**src/rtl/nbg_pkg.sv**
```systemverilog
// ----------------------------------------------------------------------------
// nbg_pkg
// Types, codes and constants shared by the gravity stepper modules.
// ----------------------------------------------------------------------------
package nbg_pkg;

    // Default body count of the stores.
    localparam int MAX_BODIES_DEF = 16;

    // Request codes.
    localparam logic [1:0] REQ_LOAD  = 2'd0;
    localparam logic [1:0] REQ_TICK  = 2'd1;
    localparam logic [1:0] REQ_PLACE = 2'd2;

    // Configuration register indexes.
    localparam int CFG_IDX_W = 1;
    localparam logic [CFG_IDX_W-1:0] CFG_ACTIVE_BODIES = 1'b0;
    localparam logic [CFG_IDX_W-1:0] CFG_GRAVITY_GAIN  = 1'b1;

    // Configuration reset values.
    localparam logic [4:0]  ACTIVE_BODIES_RST = 5'd2;
    localparam logic [31:0] GRAVITY_GAIN_RST  = 32'd429497;

    // Width of one signed pair term (magnitude below 2^34).
    localparam int TERM_W = 35;

    // Input item.
    typedef struct packed {
        logic [1:0]         req_type;
        logic [3:0]         body_index;
        logic signed [31:0] pos_x;
        logic signed [31:0] pos_y;
        logic [15:0]        body_mass;
    } req_t;

    // Result item.
    typedef struct packed {
        logic [3:0]         out_index;
        logic signed [31:0] out_x;
        logic signed [31:0] out_y;
        logic               last_body;
    } rsp_t;

    // Operands of one pair term: separation and the pulling body's mass.
    typedef struct packed {
        logic signed [32:0] dx;
        logic signed [32:0] dy;
        logic [15:0]        mass;
    } pair_req_t;

    // Acceleration contribution of one pair, Q8.24.
    typedef struct packed {
        logic signed [TERM_W-1:0] cx;
        logic signed [TERM_W-1:0] cy;
    } pair_rsp_t;

endpackage

```
**src/rtl/nbg_pair_unit.sv**
```systemverilog
// ----------------------------------------------------------------------------
// nbg_pair_unit
// Sequenced pair-term unit: one multiplier, a bit-pair square root and a
// restoring divider, reused for every step of one gravity pair term.
// ----------------------------------------------------------------------------
module nbg_pair_unit
    import nbg_pkg::*;
(
    input  logic        clk,
    input  logic        rst_n,
    input  logic        start,
    input  pair_req_t   preq,
    input  logic [31:0] gain,
    output logic        done,
    output pair_rsp_t   prsp
);

    // Sequencer states.
    localparam logic [3:0] P_IDLE = 4'd0;
    localparam logic [3:0] P_KMUL = 4'd1;
    localparam logic [3:0] P_ASQ  = 4'd2;
    localparam logic [3:0] P_BSQ  = 4'd3;
    localparam logic [3:0] P_R2   = 4'd4;
    localparam logic [3:0] P_SQRT = 4'd5;
    localparam logic [3:0] P_DIV  = 4'd6;
    localparam logic [3:0] P_MLO  = 4'd7;
    localparam logic [3:0] P_MHI  = 4'd8;
    localparam logic [3:0] P_MSUM = 4'd9;
    localparam logic [3:0] P_DONE = 4'd10;

    localparam logic [6:0] SQRT_LAST = 7'd31;
    localparam logic [6:0] DIV_LAST  = 7'd71;

    logic [3:0]  state_reg, state_next;
    logic [6:0]  cnt_reg;
    logic [1:0]  pass_reg;
    logic        mpass_reg;

    logic        neg_x_reg, neg_y_reg, half_reg;
    logic [30:0] a_reg, b_reg;
    logic [15:0] mass_reg;
    logic [47:0] k_reg;
    logic [62:0] r2_reg;
    logic [63:0] prod_reg;
    logic [63:0] sq_num_reg;
    logic [33:0] sq_rem_reg;
    logic [31:0] root_reg;
    logic [71:0] dnum_reg;
    logic [63:0] ddiv_reg;
    logic [63:0] drem_reg;
    logic [32:0] dq_reg;
    logic        dovf_reg;
    logic [32:0] v_reg;
    logic [30:0] ux_reg, uy_reg;
    logic [47:0] lo_reg;
    logic signed [TERM_W-1:0] cx_reg, cy_reg;

    // Start-time magnitudes and range halving.
    logic [32:0] mag_x, mag_y;
    logic        half_in;
    logic        zero_in;
    assign mag_x   = preq.dx[32] ? 33'(-preq.dx) : 33'(preq.dx);
    assign mag_y   = preq.dy[32] ? 33'(-preq.dy) : 33'(preq.dy);
    assign half_in = mag_x[32] | mag_x[31] | mag_y[32] | mag_y[31];
    assign zero_in = (preq.dx == 33'sd0) && (preq.dy == 33'sd0);

    // Shared multiplier operand selection.
    logic [31:0] mul_a, mul_b;
    logic [30:0] u_sel;
    assign u_sel = mpass_reg ? uy_reg : ux_reg;

    always_comb
    begin
        mul_a = '0;
        mul_b = '0;
        unique case (state_reg)
            P_KMUL:
            begin
                mul_a = gain;
                mul_b = {16'b0, mass_reg};
            end
            P_ASQ:
            begin
                mul_a = {1'b0, a_reg};
                mul_b = {1'b0, a_reg};
            end
            P_BSQ:
            begin
                mul_a = {1'b0, b_reg};
                mul_b = {1'b0, b_reg};
            end
            P_MLO:
            begin
                mul_a = {15'b0, v_reg[16:0]};
                mul_b = {1'b0, u_sel};
            end
            P_MHI:
            begin
                mul_a = {16'b0, v_reg[32:17]};
                mul_b = {1'b0, u_sel};
            end
            default:
            begin
                mul_a = '0;
                mul_b = '0;
            end
        endcase
    end

    // One square-root step: two radicand bits per cycle.
    logic [35:0] sq_sh, sq_trial;
    logic        sq_ge;
    assign sq_sh    = {sq_rem_reg, sq_num_reg[63:62]};
    assign sq_trial = {2'b0, root_reg, 2'b01};
    assign sq_ge    = sq_sh >= sq_trial;

    // One restoring division step with a saturating quotient.
    logic [64:0] d_sh;
    logic        d_ge;
    logic [64:0] d_diff;
    logic [32:0] d_q_new;
    logic        d_ovf_new;
    logic [32:0] d_res;
    assign d_sh      = {drem_reg, dnum_reg[71]};
    assign d_ge      = d_sh >= {1'b0, ddiv_reg};
    assign d_diff    = d_sh - {1'b0, ddiv_reg};
    assign d_q_new   = {dq_reg[31:0], d_ge};
    assign d_ovf_new = dovf_reg | dq_reg[32];
    assign d_res     = d_ovf_new ? '1 : d_q_new;

    // Product of the split multiply, scaled back to Q8.24.
    logic [65:0] m_full;
    logic [65:0] m_sh;
    logic [33:0] m_mag;
    logic signed [TERM_W-1:0] m_pos, m_neg;
    assign m_full = {1'b0, prod_reg[47:0], 17'b0} + {18'b0, lo_reg};
    assign m_sh   = half_reg ? (m_full >> 32) : (m_full >> 30);
    assign m_mag  = m_sh[33:0];
    assign m_pos  = $signed({1'b0, m_mag});
    assign m_neg  = -m_pos;

    // Sequencer.
    always_comb
    begin
        state_next = state_reg;
        unique case (state_reg)
            P_IDLE:  if (start) state_next = zero_in ? P_DONE : P_KMUL;
            P_KMUL:  state_next = P_ASQ;
            P_ASQ:   state_next = P_BSQ;
            P_BSQ:   state_next = P_R2;
            P_R2:    state_next = P_SQRT;
            P_SQRT:  if (cnt_reg == SQRT_LAST) state_next = P_DIV;
            P_DIV:   if (cnt_reg == DIV_LAST && pass_reg == 2'd2) state_next = P_MLO;
            P_MLO:   state_next = P_MHI;
            P_MHI:   state_next = P_MSUM;
            P_MSUM:  state_next = mpass_reg ? P_DONE : P_MLO;
            P_DONE:  state_next = P_IDLE;
            default: state_next = P_IDLE;
        endcase
    end

    always_ff @(posedge clk or negedge rst_n)
    begin
        if (!rst_n)
        begin
            state_reg <= P_IDLE;
        end
        else
        begin
            state_reg <= state_next;
        end
    end

    // Datapath registers.
    always_ff @(posedge clk)
    begin
        prod_reg <= mul_a * mul_b;
        unique case (state_reg)
            P_IDLE:
            begin
                neg_x_reg <= preq.dx[32];
                neg_y_reg <= preq.dy[32];
                half_reg  <= half_in;
                a_reg     <= half_in ? mag_x[31:1] : mag_x[30:0];
                b_reg     <= half_in ? mag_y[31:1] : mag_y[30:0];
                mass_reg  <= preq.mass;
                mpass_reg <= 1'b0;
                cx_reg    <= '0;
                cy_reg    <= '0;
            end
            P_ASQ:
            begin
                k_reg <= prod_reg[47:0];
            end
            P_BSQ:
            begin
                r2_reg <= prod_reg[62:0];
            end
            P_R2:
            begin
                r2_reg     <= r2_reg + prod_reg[62:0];
                sq_num_reg <= {1'b0, r2_reg + prod_reg[62:0]};
                sq_rem_reg <= '0;
                root_reg   <= '0;
                cnt_reg    <= '0;
            end
            P_SQRT:
            begin
                sq_num_reg <= {sq_num_reg[61:0], 2'b00};
                sq_rem_reg <= sq_ge ? 34'(sq_sh - sq_trial) : 34'(sq_sh);
                root_reg   <= {root_reg[30:0], sq_ge};
                if (cnt_reg == SQRT_LAST)
                begin
                    // First division: pull factor k * 2^24 / r2.
                    cnt_reg  <= '0;
                    pass_reg <= 2'd0;
                    dnum_reg <= {k_reg, 24'b0};
                    ddiv_reg <= {1'b0, r2_reg};
                    drem_reg <= '0;
                    dq_reg   <= '0;
                    dovf_reg <= 1'b0;
                end
                else
                begin
                    cnt_reg <= cnt_reg + 7'd1;
                end
            end
            P_DIV:
            begin
                if (cnt_reg == DIV_LAST)
                begin
                    cnt_reg  <= '0;
                    drem_reg <= '0;
                    dq_reg   <= '0;
                    dovf_reg <= 1'b0;
                    ddiv_reg <= {32'b0, root_reg};
                    pass_reg <= pass_reg + 2'd1;
                    case (pass_reg)
                        2'd0:
                        begin
                            // Next: unit direction a * 2^30 / r.
                            v_reg    <= d_res;
                            dnum_reg <= {11'b0, a_reg, 30'b0};
                        end
                        2'd1:
                        begin
                            ux_reg   <= d_res[30:0];
                            dnum_reg <= {11'b0, b_reg, 30'b0};
                        end
                        default:
                        begin
                            uy_reg <= d_res[30:0];
                        end
                    endcase
                end
                else
                begin
                    dnum_reg <= {dnum_reg[70:0], 1'b0};
                    drem_reg <= d_ge ? d_diff[63:0] : d_sh[63:0];
                    dq_reg   <= d_q_new;
                    dovf_reg <= d_ovf_new;
                    cnt_reg  <= cnt_reg + 7'd1;
                end
            end
            P_MHI:
            begin
                lo_reg <= prod_reg[47:0];
            end
            P_MSUM:
            begin
                mpass_reg <= 1'b1;
                if (mpass_reg)
                begin
                    cy_reg <= neg_y_reg ? m_neg : m_pos;
                end
                else
                begin
                    cx_reg <= neg_x_reg ? m_neg : m_pos;
                end
            end
            default:
            begin
            end
        endcase
    end

    assign done    = (state_reg == P_DONE);
    assign prsp.cx = cx_reg;
    assign prsp.cy = cy_reg;

endmodule

```
**config.mk**
```make
export PLATFORM = sky130hd
export DESIGN_NAME = nbg_pair_unit
export DESIGN_NICKNAME = d
export VERILOG_FILES = /design/src/rtl/nbg_pkg.sv /design/src/rtl/nbg_pair_unit.sv
export SDC_FILE = /design/constraint.sdc
export NUM_CORES = 2
export LEC_CHECK = 0
export BUFFER_PORTS_ARGS = -buffer_cell sky130_fd_sc_hd__clkbuf_2
export CORE_UTILIZATION = 40
export CTS_CLUSTER_SIZE = 20
export DETAILED_ROUTE_END_ITERATION = 16
export SETUP_SLACK_MARGIN = 0.5
export SYNTH_ARGS = -nofsm -noshare
export SYNTH_HDL_FRONTEND = slang
export SYNTH_SLANG_ARGS = --single-unit
```
**constraint.sdc**
```tcl
create_clock -name clk -period 14.9 [get_ports clk]
set_input_delay 2.98 -clock clk [delete_from_list [all_inputs] [get_ports clk]]
set_output_delay 2.98 -clock clk [all_outputs]
set_load 0.1 [all_outputs]
```
==> metrics.md <==
| Metric | Value |
|---|---|
| Met2 WL | `about 120 mm` |
| Detail Route met3 WL | `21.95 mm` |
| # rows | `between 150 and 200` |
| Register bit total from synthesis | `around 800` |
| RSZ-0062 raised after global routing | `no` |
| EDFF count, synth | `~740` |
| CTS Root Cell | `clkbuf_16` |
| Top cell type's share of synthesized area | `28.87%` |
| IO Port Bufs | `187` |
| CTS tree | `built` |
| Syn_area_per_cell | `9.577 um2` |
| Starting density of the core | `40.31%` |
| Die height | `between 400 and 500 um` |
| Total grt overflow | `0` |
| Hold depth | `2` |
| Dpl cells | `approximately 10k` |
| Highest routed layer | `met5` |
| Most Frequent Cell on Critical Path | `fa_1` |
| DRC violations left | `0` |
| Cell Count, Final, Fillers Out | `10.65k` |
| Peak VDD IR | `0.1042 mV` |
| PD cells | `roughly 60 mW/mm2` |
| R2R setup slack | `between 3 and 4 ns` |
| Wire length per cell | `24.72 um` |
| Post-CTS setup buffer count | `0` |
| Leak | `between 30 and 40 nW` |
| Post-CTS sizing | `0` |
| Unique masters post-synth | `109` |
| Max Freq | `0.08651 GHz` |
| Clock slew at reported path FFs | `0.06 ns` |
| Class of the worst hold path | `register to register` |
| Setup_tns | `0 ns` |
| Synth area leaders | `edfxtp_1, fa_1, ha_1, nand2_1, inv_1` |
| Most common library cells after synthesis | `nand2_1, inv_1, fa_1` |
| Fin crit share | `77.58%` |
| Main flop type after synthesis | `edfxtp_1` |
| Setup violators final | `0` |
| Clock Tree Buf Depth | `3` |
| FFs w/ async S/R, synth | `less than 1%` |
| Via count | `approximately 59k` |
| Max cap viols | `0` |
| Synth area leader | `edfxtp_1` |
| Detail Placement HPWL | `between 200 and 250 mm` |
| Yosys synthesis warning count | `0` |
| Global-route wire length before repair | `388.4 mm` |
| Final Routed Wirelength | `~260 mm` |
| Core Footprint | `between 0.15 and 0.2 mm2` |
| CTS H-tree depth | `3` |
| Largest net degree at the start of global routing | `110` |
| Critical R2R Launch | `state_reg[1]` |
| Routed Antenna Nets | `0` |
| Slew @ Worst Pin | `~1.5 ns` |
| Synthesized instance count | `around 8.0k` |
| Worst Min Path Start | `sq_num_reg[7]` |
| Slew Limit Fails | `0` |
| Post-synthesis sequential area ratio | `30.64%` |
| Final hold vios | `0` |
| Starting DRT DRC Count | `~5.2k` |
| CTS Sinks | `between 800 and 900` |
| Hold_buf cts | `0` |
| Share of layout cells above drive strength 1 | `between 7 and 8%` |
| Post-layout net count | `~9.5k` |
| Min Clock Period, post-route | `approximately 12 ns` |
| First drt pass iteration count | `6` |
| Layout area overhead | `9.330%` |
| Top-count cell post-synth | `nand2_1` |
| Vias/cell | `around 5.6` |
| Crit path launch type | `input pin` |
| Status | `finished, final reports clean` |
| Worst Setup End Kind | `register` |
| Rel. slew slack | `under 10%` |
| Crit Path Max Fanout | `17` |
| # IOs | `about 190` |
| Clk_skew | `0.05560 ns` |
| Worst-Skew Late Latency | `approximately 0.74 ns` |
| Req. time, crit path | `roughly 16 ns` |
| WP data arrival | `around 12 ns` |
| Num CTS Buffers | `a little over 90` |
| CP max stage delay | `approximately 1.2 ns` |
| Total track usage | `27.20%` |
| Die Wd | `about 440 um` |
| Reg2Reg Depth | `29` |
| Vias in the first global route | `59.81k` |
| Kind of critical path | `input pin to register` |
| Slowest cell on the critical path | `and4_1` |
| Initial antenna violation count | `15` |
| Reg2reg end | `prod_reg[61]` |
| Mapped Area | `about 0.077 mm2` |
| Wl on met1 | `108.5 mm` |
| Total Die Area | `0.1934 mm2` |
| Hold EP | `sq_num_reg[9]` |
| Gpl congestion | `just under 1` |
## worst max-delay path by stage
stage / startpoint / endpoint / slack [ns]
2_1_floorplan: state_reg[1] / prod_reg[62] / 4.01
3_3_place_gp: gain[8] / prod_reg[61] / 2.71
3_5_place_dp: gain[10] / prod_reg[51] / 2.71
4_1_cts: state_reg[1] / prod_reg[51] / 3.45
5_1_grt: state_reg[1] / prod_reg[51] / 2.80
6_report: gain[6] / prod_reg[62] / 3.34
## layout make-up
cell class              instances  area (um2)
diodes                          8       20.02
inverters                    1058        3976
clock buffers                 110        2481
repair buffers                332        2024
clock inverters                60       788.3
fillers                     18440      106400
multi-input cells            5763       47890
flip-flops and latches        804       23490
well taps                    2511        3142
## cell usage in the layout, fill, tap and decap left out, drive strengths merged, types with 11 or more instances in the layout
cell and instances:
nor3 70, inv 1064, nand3 87, o21ai 479, and4 33, fa 868, and2 109, nand2 1089
a221oi 13, a21oi 301, o31ai 44, conb 15, nand4 82, a21o 171, clkbuf 297, xor2 147
nor2b 40, clkinv 35, nand3b 11, o211ai 23, mux2 26, or2 17, nand2b 35, or3 54
a31oi 47, nor2 821, a21boi 12, o21a 32, a211oi 41, and3 62, ha 452, buf 145
o21bai 41, o41ai 16, a22oi 33, edfxtp 737, xnor2 195, dfxtp 63, bufinv 13, mux2i 161
## power breakdown
part	internal [mW]	leakage [nW]	switching (mW)
sequential	2.44	7.82	0.00321
combinational	0.0588	27.5	0.0891
clock	1.43	1.58	1.03
## per-layer routing
metal  vias to the layer above  GRT usage, %
met3                       545         5.396
met1                     29620         35.76
met4                         2         13.31
li1                      26630             -
met5                         -             0
met2                      2615         42.86
## worst max-delay path, delay by kind of cell
| family | cells | cell delay (ns) |
|---|---|---|
| adders and majority gates | 9 | 4.78 |
| xor gates and xnor gates | 1 | 0.15 |
| and+or+nand+nor | 5 | 1.95 |
| buffers and inverters | 3 | 0.22 |
| AOI/OAI and AO/OA | 9 | 2.13 |
## logic make-up after synthesis
logic type               count (synthesis)  synth area share [%]
AND/OR/NAND/NOR                       2551                 14.66
XOR/XNOR                               343                 3.946
AO/OA/AOI/OAI                         1347                 11.04
adder cells (fa/ha/maj)               1320                 30.04
flip-flops                             804                 30.64
buffers and inverters                 1451                 7.173
other                                    2              0.009796
multiplexers                           187                 2.484
## metrics by stage
| step | setup slack [ns] | util (%) | hold WS [ns] | instance area, um2 | power, mW |
|---|---|---|---|---|---|
| final | 3.341 | 44.07 | 0.5222 | 83820 | 5.052 |
| after global routing | 2.803 | 44.07 | 0.5412 | 83810 | 5.183 |
| after CTS | 3.450 | 44.06 | 0.5247 | 83800 | 5.094 |
| after detailed placement | 2.707 | 42.34 | 0.5100 | 80530 | 2.636 |
| after global placement | 2.710 | 42.34 | 0.5002 | 80530 | 2.633 |
| after floorplan | 4.007 | - | 0.4462 | 76710 | 2.579 |
No activity file was read; power rests on OpenSTA's default activity.
